<file path="config.mk">
export PLATFORM = sky130hd
export DESIGN_NAME = bsl_frame_receiver_flat
export DESIGN_NICKNAME = d
export VERILOG_FILES = /design/src/design/bsl_pkg.sv /design/src/design/bsl_if.sv /design/src/design/bsl_frame_receiver.sv /design/src/design/bsl_front.sv /design/src/design/bsl_queue.sv /design/src/design/bsl_back.sv /design/src/flat_wrapper.sv
export SDC_FILE = /design/constraint.sdc
export NUM_CORES = 1
export LEC_CHECK = 0
export BUFFER_PORTS_ARGS = -buffer_cell sky130_fd_sc_hd__buf_4
export CORE_MARGIN = 2
export CORE_UTILIZATION = 50
export CTS_CLUSTER_SIZE = 12
export DETAILED_ROUTE_END_ITERATION = 6
export PLACE_DENSITY = 0.64
export SLEW_MARGIN = 20
export SYNTH_ARGS = -nofsm -noshare
export SYNTH_HDL_FRONTEND = slang
export SYNTH_SLANG_ARGS = --single-unit
</file>
<file path="constraint.sdc">
create_clock -name clk -period 5.73 [get_ports clk]
set_clock_uncertainty 0.15 [all_clocks]
set_input_delay 0.573 -clock clk [delete_from_list [all_inputs] [get_ports clk]]
set_output_delay 0.573 -clock clk [all_outputs]
set_load 0.02 [all_outputs]
</file>
<file path="src/design/bsl_pkg.sv">
// shared types and constants for the boot-loader frame receiver
package bsl_pkg;

	localparam logic [7:0] FRAME_HEADER     = 8'h80;
	localparam logic [7:0] MAX_LENGTH_RESET = 8'd250;
	localparam int         QUEUE_DEPTH      = 2;
	localparam int         QPTR_W           = $clog2(QUEUE_DEPTH);
	localparam int         QCNT_W           = $clog2(QUEUE_DEPTH + 1);

	typedef enum logic [2:0] {
		ST_OK         = 3'd0,
		ST_BAD_HEADER = 3'd1,
		ST_ZERO_LEN   = 3'd2,
		ST_BAD_CHECK  = 3'd3,
		ST_TOO_LONG   = 3'd4
	} status_t;

	typedef enum logic [2:0] {
		OP_START,
		OP_FOLD,
		OP_PASS,
		OP_CK_LO,
		OP_CK_HI,
		OP_STATUS
	} op_t;

	typedef struct packed {
		op_t        op;
		logic       fold;
		logic       odd;
		logic [7:0] data;
		status_t    status;
	} cmd_t;

endpackage

</file>
<file path="src/design/bsl_if.sv">
// item channels of the frame receiver
interface bsl_in_if;
	logic       valid;
	logic       ready;
	logic [7:0] rx_byte;

	modport source (output valid, output rx_byte, input ready);
	modport sink (input valid, input rx_byte, output ready);
endinterface

interface bsl_out_if;
	logic       valid;
	logic       ready;
	logic       kind;
	logic [7:0] payload_byte;
	logic [2:0] frame_status;
	logic       last;

	modport source (output valid, output kind, output payload_byte, output frame_status,
		output last, input ready);
	modport sink (input valid, input kind, input payload_byte, input frame_status,
		input last, output ready);
endinterface

</file>
<file path="src/design/bsl_frame_receiver.sv">
// top level of the boot-loader frame receiver
// path: each result passes through the command queue and the output register
// throughput: one byte per cycle while the queue has room; an output stall fills the two-entry
// queue and then holds off the input (in_ch.ready low) while the queue is full
// reset: arst_n clears frame position, queue and output valid; max_length
// returns to 250; the next byte after reset is taken as a header
module bsl_frame_receiver
	import bsl_pkg::*;
(
	input  logic       clk,
	input  logic       arst_n,
	bsl_in_if.sink     in_ch,
	bsl_out_if.source  out_ch,
	input  logic       cfg_we,
	input  logic [7:0] cfg_wdata
);

	logic push;
	cmd_t push_cmd;
	logic q_full;
	logic q_avail;
	logic pop;
	cmd_t pop_cmd;

	bsl_front u_front (
		.clk       (clk),
		.arst_n    (arst_n),
		.in_ch     (in_ch),
		.cfg_we    (cfg_we),
		.cfg_wdata (cfg_wdata),
		.q_full    (q_full),
		.push      (push),
		.push_cmd  (push_cmd)
	);

	bsl_queue u_queue (
		.clk      (clk),
		.arst_n   (arst_n),
		.push     (push),
		.push_cmd (push_cmd),
		.full     (q_full),
		.avail    (q_avail),
		.pop      (pop),
		.pop_cmd  (pop_cmd)
	);

	bsl_back u_back (
		.clk    (clk),
		.arst_n (arst_n),
		.avail  (q_avail),
		.cmd    (pop_cmd),
		.pop    (pop),
		.out_ch (out_ch)
	);

endmodule

</file>
<file path="src/design/bsl_front.sv">
// front end: tracks frame position and classifies each byte into a command
module bsl_front
	import bsl_pkg::*;
(
	input  logic       clk,
	input  logic       arst_n,
	bsl_in_if.sink     in_ch,
	input  logic       cfg_we,
	input  logic [7:0] cfg_wdata,
	input  logic       q_full,
	output logic       push,
	output cmd_t       push_cmd
);

	logic [8:0] pos_q, pos_d;
	logic [7:0] len_q, len_d;
	logic       hdr_ok_q, hdr_ok_d;
	logic       ck_low_q, ck_low_d;
	logic [7:0] max_len_q;
	logic [8:0] len_end;
	logic [8:0] sum_end;
	logic [7:0] b;

	assign in_ch.ready = !q_full;
	assign push        = in_ch.valid && !q_full;
	assign b           = in_ch.rx_byte;
	assign len_end     = {1'b0, len_q} + 9'd4;
	assign sum_end     = len_end - {8'd0, len_q[0]};

	always_comb begin
		push_cmd.op     = OP_FOLD;
		push_cmd.fold   = 1'b0;
		push_cmd.odd    = 1'b0;
		push_cmd.data   = b;
		push_cmd.status = ST_OK;
		pos_d           = pos_q;
		len_d           = len_q;
		hdr_ok_d        = hdr_ok_q;
		ck_low_d        = ck_low_q;
		if (pos_q == 9'd0) begin
			push_cmd.op = OP_START;
			hdr_ok_d    = (b == FRAME_HEADER);
			ck_low_d    = 1'b0;
			pos_d       = 9'd1;
		end else if (pos_q == 9'd1) begin
			push_cmd.odd = 1'b1;
			pos_d        = 9'd2;
		end else if (pos_q == 9'd2) begin
			len_d = b;
			pos_d = 9'd3;
		end else if (pos_q == 9'd3) begin
			push_cmd.odd = 1'b1;
			pos_d        = 9'd0;
			if (!hdr_ok_q) begin
				push_cmd.op     = OP_STATUS;
				push_cmd.status = ST_BAD_HEADER;
			end else if (len_q == 8'd0) begin
				push_cmd.op     = OP_STATUS;
				push_cmd.status = ST_ZERO_LEN;
			end else if (len_q > max_len_q) begin
				push_cmd.op     = OP_STATUS;
				push_cmd.status = ST_TOO_LONG;
			end else begin
				pos_d = 9'd4;
			end
		end else if (pos_q < len_end) begin
			push_cmd.op   = OP_PASS;
			push_cmd.fold = (pos_q < sum_end);
			push_cmd.odd  = pos_q[0];
			pos_d         = pos_q + 9'd1;
		end else if (!ck_low_q) begin
			push_cmd.op = OP_CK_LO;
			ck_low_d    = 1'b1;
			pos_d       = pos_q + 9'd1;
		end else begin
			push_cmd.op = OP_CK_HI;
			ck_low_d    = 1'b0;
			pos_d       = 9'd0;
		end
	end

	always_ff @(posedge clk or negedge arst_n) begin
		if (!arst_n) begin
			pos_q    <= '0;
			len_q    <= '0;
			hdr_ok_q <= 1'b0;
			ck_low_q <= 1'b0;
		end else if (push) begin
			pos_q    <= pos_d;
			len_q    <= len_d;
			hdr_ok_q <= hdr_ok_d;
			ck_low_q <= ck_low_d;
		end
	end

	always_ff @(posedge clk or negedge arst_n) begin
		if (!arst_n) begin
			max_len_q <= MAX_LENGTH_RESET;
		end else if (cfg_we) begin
			max_len_q <= cfg_wdata;
		end
	end

endmodule

</file>
<file path="src/design/bsl_queue.sv">
// short command queue between front and back end
module bsl_queue
	import bsl_pkg::*;
(
	input  logic clk,
	input  logic arst_n,
	input  logic push,
	input  cmd_t push_cmd,
	output logic full,
	output logic avail,
	input  logic pop,
	output cmd_t pop_cmd
);

	cmd_t              mem_q [QUEUE_DEPTH];
	logic [QPTR_W-1:0] wr_ptr_q;
	logic [QPTR_W-1:0] rd_ptr_q;
	logic [QCNT_W-1:0] cnt_q;

	assign full    = (cnt_q == QCNT_W'(QUEUE_DEPTH));
	assign avail   = (cnt_q != '0);
	assign pop_cmd = mem_q[rd_ptr_q];

	always_ff @(posedge clk) begin
		if (push) begin
			mem_q[wr_ptr_q] <= push_cmd;
		end
	end

	always_ff @(posedge clk or negedge arst_n) begin
		if (!arst_n) begin
			wr_ptr_q <= '0;
			rd_ptr_q <= '0;
			cnt_q    <= '0;
		end else begin
			if (push) begin
				wr_ptr_q <= (wr_ptr_q == QPTR_W'(QUEUE_DEPTH - 1)) ? '0 : wr_ptr_q + 1'b1;
			end
			if (pop) begin
				rd_ptr_q <= (rd_ptr_q == QPTR_W'(QUEUE_DEPTH - 1)) ? '0 : rd_ptr_q + 1'b1;
			end
			cnt_q <= cnt_q + QCNT_W'(push) - QCNT_W'(pop);
		end
	end

endmodule

</file>
<file path="src/design/bsl_back.sv">
// back end: checksum accumulation, checksum compare and result register
module bsl_back
	import bsl_pkg::*;
(
	input  logic       clk,
	input  logic       arst_n,
	input  logic       avail,
	input  cmd_t       cmd,
	output logic       pop,
	bsl_out_if.source  out_ch
);

	logic [7:0] xor_even_q;
	logic [7:0] xor_odd_q;
	logic [7:0] held_q;
	logic       out_valid_q;
	logic       out_kind_q;
	logic [7:0] out_byte_q;
	status_t    out_status_q;
	logic       needs_out;
	logic       out_free;
	logic       ck_ok;

	always_comb begin
		unique case (cmd.op) inside
			OP_PASS, OP_CK_HI, OP_STATUS: needs_out = 1'b1;
			default:                      needs_out = 1'b0;
		endcase
	end

	assign out_free = !out_valid_q || out_ch.ready;
	assign pop      = avail && (!needs_out || out_free);
	assign ck_ok    = (held_q == ~xor_even_q) && (cmd.data == ~xor_odd_q);

	always_ff @(posedge clk) begin
		if (pop) begin
			unique case (cmd.op) inside
				OP_START: begin
					xor_even_q <= cmd.data;
					xor_odd_q  <= '0;
				end
				OP_FOLD, OP_PASS: begin
					if (cmd.op == OP_FOLD || cmd.fold) begin
						if (cmd.odd) begin
							xor_odd_q <= xor_odd_q ^ cmd.data;
						end else begin
							xor_even_q <= xor_even_q ^ cmd.data;
						end
					end
				end
				OP_CK_LO: begin
					held_q <= cmd.data;
				end
				default: begin
				end
			endcase
		end
		if (pop && needs_out) begin
			out_kind_q   <= (cmd.op != OP_PASS);
			out_byte_q   <= (cmd.op == OP_PASS) ? cmd.data : 8'd0;
			if (cmd.op == OP_CK_HI) begin
				out_status_q <= ck_ok ? ST_OK : ST_BAD_CHECK;
			end else if (cmd.op == OP_STATUS) begin
				out_status_q <= cmd.status;
			end else begin
				out_status_q <= ST_OK;
			end
		end
	end

	always_ff @(posedge clk or negedge arst_n) begin
		if (!arst_n) begin
			out_valid_q <= 1'b0;
		end else if (out_free) begin
			out_valid_q <= pop && needs_out;
		end
	end

	assign out_ch.valid        = out_valid_q;
	assign out_ch.kind         = out_kind_q;
	assign out_ch.payload_byte = out_byte_q;
	assign out_ch.frame_status = out_status_q;
	assign out_ch.last         = out_kind_q;

endmodule

</file>
<file path="src/flat_wrapper.sv">
// flat-port wrapper written by rule: the top's interface ports become plain ports
module bsl_frame_receiver_flat import bsl_pkg::*;
  (clk, arst_n, cfg_we, cfg_wdata, in_ch_valid, in_ch_rx_byte, in_ch_ready, out_ch_valid, out_ch_kind, out_ch_payload_byte, out_ch_frame_status, out_ch_last, out_ch_ready);
  bsl_in_if in_ch_i ();
  bsl_out_if out_ch_i ();
  input  logic clk;
  input  logic arst_n;
  input  logic cfg_we;
  input  logic [7:0] cfg_wdata;
  input wire logic [$bits(in_ch_i.valid)-1:0] in_ch_valid;
  input wire logic [$bits(in_ch_i.rx_byte)-1:0] in_ch_rx_byte;
  output wire logic [$bits(in_ch_i.ready)-1:0] in_ch_ready;
  output wire logic [$bits(out_ch_i.valid)-1:0] out_ch_valid;
  output wire logic [$bits(out_ch_i.kind)-1:0] out_ch_kind;
  output wire logic [$bits(out_ch_i.payload_byte)-1:0] out_ch_payload_byte;
  output wire logic [$bits(out_ch_i.frame_status)-1:0] out_ch_frame_status;
  output wire logic [$bits(out_ch_i.last)-1:0] out_ch_last;
  input wire logic [$bits(out_ch_i.ready)-1:0] out_ch_ready;
  assign in_ch_i.valid = in_ch_valid;
  assign in_ch_i.rx_byte = in_ch_rx_byte;
  assign in_ch_ready = in_ch_i.ready;
  assign out_ch_valid = out_ch_i.valid;
  assign out_ch_kind = out_ch_i.kind;
  assign out_ch_payload_byte = out_ch_i.payload_byte;
  assign out_ch_frame_status = out_ch_i.frame_status;
  assign out_ch_last = out_ch_i.last;
  assign out_ch_i.ready = out_ch_ready;
  bsl_frame_receiver u_core (.clk(clk), .arst_n(arst_n), .in_ch(in_ch_i), .out_ch(out_ch_i), .cfg_we(cfg_we), .cfg_wdata(cfg_wdata));
endmodule
</file>
# Yosys cells after proc, flatten, opt, wreduce, memory -nomap -nowiden
# Memories as Yosys holds them, arrays and structs flattened.
# Cells that the tools add are included.
[classes]
addsub = 7
magnitude_cmp = 3
eq_ne = 20
n_mux = 50
n_bitwise = 6
n_reduce_logical = 23
[op_table]
columns = ["cell", "n"]
rows = [
  ["2-to-1 mux 3 bit", 19],
  ["2-to-1 mux 9 bit", 6],
  ["2-to-1 mux 8 bit", 4],
  ["case mux 8 bit (2 select lines)", 2],
  ["equality test 9 x 2 -> 1 bit (second input constant)", 2],
  ["less-than comparator 9 bit", 2],
  ["equality test 8 bit", 2],
  ["NOT 8 bit", 2],
  ["bitwise XOR 8 bit", 2],
  ["2-to-1 mux 1 bit", 14],
  ["!= test 2 bit (second input constant)", 6],
  ["AND reduction 4 bit", 3],
  ["adder 8 x 3 -> 9 bit (second input constant)", 1],
  ["adder 9 x 1 -> 9 bit (second input constant)", 1],
  ["equality test 9 x 1 -> 1 bit (second input constant)", 1],
  ["logical NOT 9 bit", 1],
  ["subtractor 9 x 1 -> 9 bit", 1],
  ["equality test 8 bit (second input constant)", 1],
  ["greater-than comparator 8 bit", 1],
  ["logical NOT 8 bit", 1],
  ["equality test 3 x 2 -> 1 bit (second input constant)", 2],
  ["equality test 3 bit (second input constant)", 2],
  ["2-to-1 mux 2 bit", 3],
  ["2-to-1 mux 5 bit", 1],
  ["18 further kinds", 29],
]
[totals]
regBits = 68
ramBits = 32
input_bits = 21
word_cells = 125
mem_count = 1
[memory_table]
columns = ["name", "words", "width", "rd", "rd_ports_with_merged_regs", "write_ports", "line", "source"]
rows = [
  ["u_core.u_queue.mem_q", 2, 16, 1, 0, 1, "bsl_queue.sv:15", "cmd_t mem_q [QUEUE_DEPTH];"],
]

# Longest topological paths before layout
[logic_depth]
word_depth = 8
depth_mapped = 11

# Hierarchy
# Synthesis repeated with hierarchy kept, for this count alone.
[unflattened]
cells_unflattened = 449
hier_area_um2 = 5328.9
[by_module_without_submodules]
columns = ["mod", "n_inst", "cells_each", "area_each_um2", "seq_area_each_um2"]
rows = [
  ["bsl_front", 1, 263, 2223.4, 683.2],
  ["bsl_back", 1, 121, 1700.4, 1106.1],
  ["bsl_queue", 1, 65, 1405.1, 1061.0],
]

# Least setup slack after synthesis
# Ideal clock, no wire load.
[synth_path]
path_kind = "reg-to-reg"
start = "reg u_core.u_front.len_q[2]"
end = "reg u_core.u_front.pos_q[3]"
arrival_ns = 2.343
required_ns = 5.516
setup_slack_ns = 3.173
stages_incl_launch_ff = 12
path_buffers = 1
period_less_slack_ns = 2.557
cell_sequence = "dfrtp_1 inv_1 ha_1 inv_1 ha_1 or3_1 a221o_2 o221ai_1 a211oi_1 buf_6 o31ai_1 a21o_1"
[synth_between]
elab_chain_len = 7
[synth_rtl]
columns = ["element", "line", "source"]
rows = [
  ["start, declared", "bsl_front.sv:16", "logic [7:0] len_q, len_d;"],
  ["start signal, assigned", "bsl_front.sv:90", "len_q <= len_d;"],
  ["adder 8 x 3 -> 9 bit", "bsl_front.sv:27", "assign len_end = {1'b0, len_q} + 9'd4;"],
  ["less-than comparator 9 bit", "bsl_front.sv:66", "end else if (pos_q < len_end) begin"],
  ["2-to-1 mux 9 bit", "bsl_front.sv:66", ""],
  ["2-to-1 mux 9 bit", "bsl_front.sv:51", "end else if (pos_q == 9'd3) begin"],
  ["2-to-1 mux 9 bit", "bsl_front.sv:48", "end else if (pos_q == 9'd2) begin"],
  ["2-to-1 mux 9 bit", "bsl_front.sv:45", "end else if (pos_q == 9'd1) begin"],
  ["2-to-1 mux 9 bit", "bsl_front.sv:40", "if (pos_q == 9'd0) begin"],
  ["end signal, assigned", "bsl_front.sv:89", "pos_q <= pos_d;"],
  ["end, declared", "bsl_front.sv:15", "logic [8:0] pos_q, pos_d;"],
]
# No other way between the ends.
# A chain may end at the register's enable or synchronous reset.

# Final worst setup path
[layout_path]
start = "reg u_core.u_queue.rd_ptr_q"
end = "reg u_core.u_back.out_status_q[1] (netlist: u_core.u_back.out_ch.frame_status[1]), enable pin"
[layout_between]
elab_chain_len = 8
word_cells_on_any_way = 10
[layout_rtl]
columns = ["element", "line", "source"]
rows = [
  ["start, declared", "bsl_queue.sv:17", "logic [QPTR_W-1:0] rd_ptr_q;"],
  ["start signal, assigned", "bsl_queue.sv:40", "rd_ptr_q <= (rd_ptr_q == QPTR_W'(QUEUE_DEPTH - 1)) ? '0 : rd_ptr_q + 1'b1;"],
  ["memory read (2 x 16 bit) (*)", "--", ""],
  ["equality test 3 bit / equality test 3 x 2 -> 1 bit (equally long branches)", "--", ""],
  ["OR reduction 3 bit (*)", "bsl_back.sv:25", "unique case (cmd.op) inside"],
  ["2-to-1 mux 1 bit (*)", "bsl_back.sv:25", ""],
  ["logical NOT 1 bit (*)", "bsl_back.sv:32", "assign pop = avail && (!needs_out || out_free);"],
  ["logical OR 1 bit (*)", "bsl_back.sv:32", ""],
  ["logical AND 1 bit (*)", "bsl_back.sv:32", ""],
  ["via u_core.pop", "bsl_frame_receiver.sv:22", "logic pop;"],
  ["logical AND 1 bit (*)", "bsl_back.sv:58", "if (pop && needs_out) begin"],
  ["end signal, assigned", "bsl_back.sv:62", "out_status_q <= ck_ok ? ST_OK : ST_BAD_CHECK;"],
  ["end signal, assigned", "bsl_back.sv:64", "out_status_q <= cmd.status;"],
  ["end, declared", "bsl_back.sv:19", "status_t out_status_q;"],
]
# Mark *: on every way through the listed nets, which the timed path passes. The rest lies on a longest branch.

==> metrics.cfg <==
[outcome]
status=completed

[die]
die-area_um2=11000
ios=36
rows=36
coreArea_um2=9820
die_height_um=105
die_x_um=105
start_util_pct=51.7

[routing]
dr.pass1.iters=4
wl_per_cell_um=16.4
final_antenna_net_count=0
drcViolationCount=0
via_count=3269
via_per_inst=5.43
drt_wl_total_um=9850
detail_route.iter0.violations=100

[clock_network]
clk_pin_slew_ps=110
root_buffer=clkbuf_8
post-cts-setup-buffers=0
cts-buffers-inserted=9
cts_tree=built
h-tree-depth=3
clk_latency_ps=360
clockBufferDepth=2
cts_resized=0
cts.sink_count=100

[placed_design]
hpwl_um=7220
io_buffer_count=35
dp_cells=585
dpl_cell_area_um2=5440
gp_congestion=0.770

[power]
leakagePower_uw=0.00231
intPower_uw=1930
switching_share_pct=40.6
switchingPower_uw=1320
powerDensity_nw_per_um2=576
combPwrFrac_pct=44.4
seqPwrFrac_pct=41.6
p_clk_share_pct=14.0
peakVddDrop_mv=0.234

[grt]
met2_usage_pct=31.9
antenna_found_initial=0
busiest_layer=met2
grt_pass1_wl_um=16400
met1_usage_pct=25.4
grt_use_met3_pct=2.74
grt_max_degree=33
grt_pass1_vias=3253
grt_overflow=0
track_usage_pct=18.9

[cells_and_area]
synthToLayoutAreaGrowth_pct=11.3
fill_cells=854
final_nets=513
layout-drive-gt1-share_pct=17.9
multi_input_area_um2=2020
fin_area_um2=5660
diodes=0
seqCellArea_um2=2850
finalNonFillerCells=602

[worst_setup_path]
crit_path_max_fanout=17
cp-start-kind=register
cp.required_ps=5570
crit_type=reg -> reg
worstPathArrival_ps=3250
critPathCaptureType=register

[synthesis]
ys_ff_latch=100
ys_warn_count=0
ys_seq_area_share_pct=56.1
syn_inst=427
synth.distinct_cells=60
synthArstFlopShare_pct=32.0
synth_nets=476
ys.flop_type=edfxtp_1
synth_edf_count=68
synth.avg_cell_area_um2=11.9
netlist_area_um2=5080

[sta]
final_hold_viol_count=0
setup_viol=0
min_period_ps=3410
relSlewSlack_pct=32.8
clock.fmax_mhz=293
tightest_slew_ps=1010
fin_crit_sh_pct=59.6
tns_ps=0
rsz0062_at_grt=false
maxSlewViolCount=0
hold_ws_ps=256

[job]
maxCapViolCount=0

[min_path]
hp-class=in -> reg

cells in the final DEF (no fill, tap or decap), types with 10 or more instances in the layout:
cell / synthesis / layout
o21ai_0: 22 / 22
nand2_1: 35 / 35
mux2i_1: 14 / 14
nor2_1: 35 / 35
dfrtp_1: 26 / 26
inv_1: 30 / 30
buf_4: 3 / 39
xor2_1: 14 / 14
xnor2_1: 22 / 22
a21oi_1: 10 / 10
ha_1: 28 / 28
edfxtp_1: 68 / 68
cell families after synthesis:
family | Yosys count | synth area share, %
XOR/XNOR | 36 | 6.21
AO/OA/AOI/OAI | 70 | 9.29
adder cells (fa/ha/maj) | 28 | 6.90
flip-flops | 100 | 56.1
AND/OR/NAND/NOR | 126 | 12.5
buffers and inverters | 44 | 4.16
multiplexers | 23 | 4.80
stage by stage:
stage                     util, %  worst slack [ps]  power, uW
after floorplan                 -              3170       2430
after global placement       55.4              2370       2780
after detailed placement     55.4              2280       2810
after CTS                    57.5              2240       3280
after global routing         57.6              2040       3500
final                        57.6              2320       3260
per-layer routing:
layer | part of all wire (%) | vias to the layer above
met5 | 0 | -
li1 | - | 1606
met1 | 45 | 1596
met2 | 51 | 55
met4 | 1.0 | 0
met3 | 2.8 | 12
cell usage after synthesis, drive strengths merged, types with 4 or more instances:
master  number  share of area, %
a211oi       4              0.59
a21o         6              0.91
a21oi       10              0.99
and2         4              0.52
and3         5              0.74
buf          9               1.5
clkbuf       5              0.42
dfrtp       26                13
dfstp        6               3.1
edfxtp      68                40
ha          28               6.9
inv         30               2.2
mux2         8               1.8
mux2i       15               3.0
nand2       35               2.6
nand3        9               1.1
nand4        5              0.62
nor2        35               2.6
nor2b        4              0.64
nor3         7              0.69
nor4         8               1.1
o21a         7               1.0
o21ai       22               2.2
xnor2       22               3.8
xor2        14               2.4
worst paths after layout:
check	start	to	slack [ps]	cells past startpoint
min in group asynchronous	arst_n	u_core.u_front.pos_q[3]	530	2
max in group asynchronous	arst_n	u_core.u_front.max_len_q[4]	4550	2
worst min register to register	u_core.u_front.max_len_q[7]	u_core.u_front.max_len_q[7]	370	2
worst min-delay path	in_ch_rx_byte[7]	u_core.u_queue.mem_q[0][10]	260	1
worst max-delay path	u_core.u_queue.rd_ptr_q	u_core.u_back.out_ch.frame_status[1]	2320	5
worst max register to register	u_core.u_queue.rd_ptr_q	u_core.u_back.out_ch.frame_status[1]	2320	5
state kept, by name, summed over array words and instances (netlist names), 2 cells and up:
| signal | cells |
|---|---|
| u_core.u_back.held_q | 8 |
| u_core.u_back.out_ch.frame_status | 3 |
| u_core.u_back.out_ch.payload_byte | 8 |
| u_core.u_back.xor_even_q | 8 |
| u_core.u_back.xor_odd_q | 8 |
| u_core.u_front.len_q | 8 |
| u_core.u_front.max_len_q | 8 |
| u_core.u_front.pos_q | 9 |
| u_core.u_queue.cnt_q | 2 |
| u_core.u_queue.mem_q | 32 |
critical path: stages, from the launching register on:
cell	delay (ps)
dfrtp_1	940
mux2_2	480
nand3_2	220
nor2b_4	220
o22a_1	220
nor2b_1	820
timing repair:
action / in CTS / in global routing
endpoints found under the setup margin: 0 / 0
endpoints found under the hold margin: 6 / 0
hold buffers: 1 / 0
power by group through the flow:
stage | clock, uW | sequential, uW | combinational (uW)
finish | 457 | 1350 | 1440
global route | 493 | 1390 | 1620
CTS | 468 | 1360 | 1450
detailed placement | 0 | 1380 | 1440
global placement | 0 | 1370 | 1410
floorplan | 0 | 1360 | 1070
area by class of cell:
type	count	area share, %
clock buffer	9	2.19
inverter	30	1.99
timing repair buffer	40	5.35
clock inverter	7	1.35
multi-input combinational	283	35.8
sequential	100	50.4
tap	133	2.94
No activity file was read; power rests on OpenSTA's default activity.
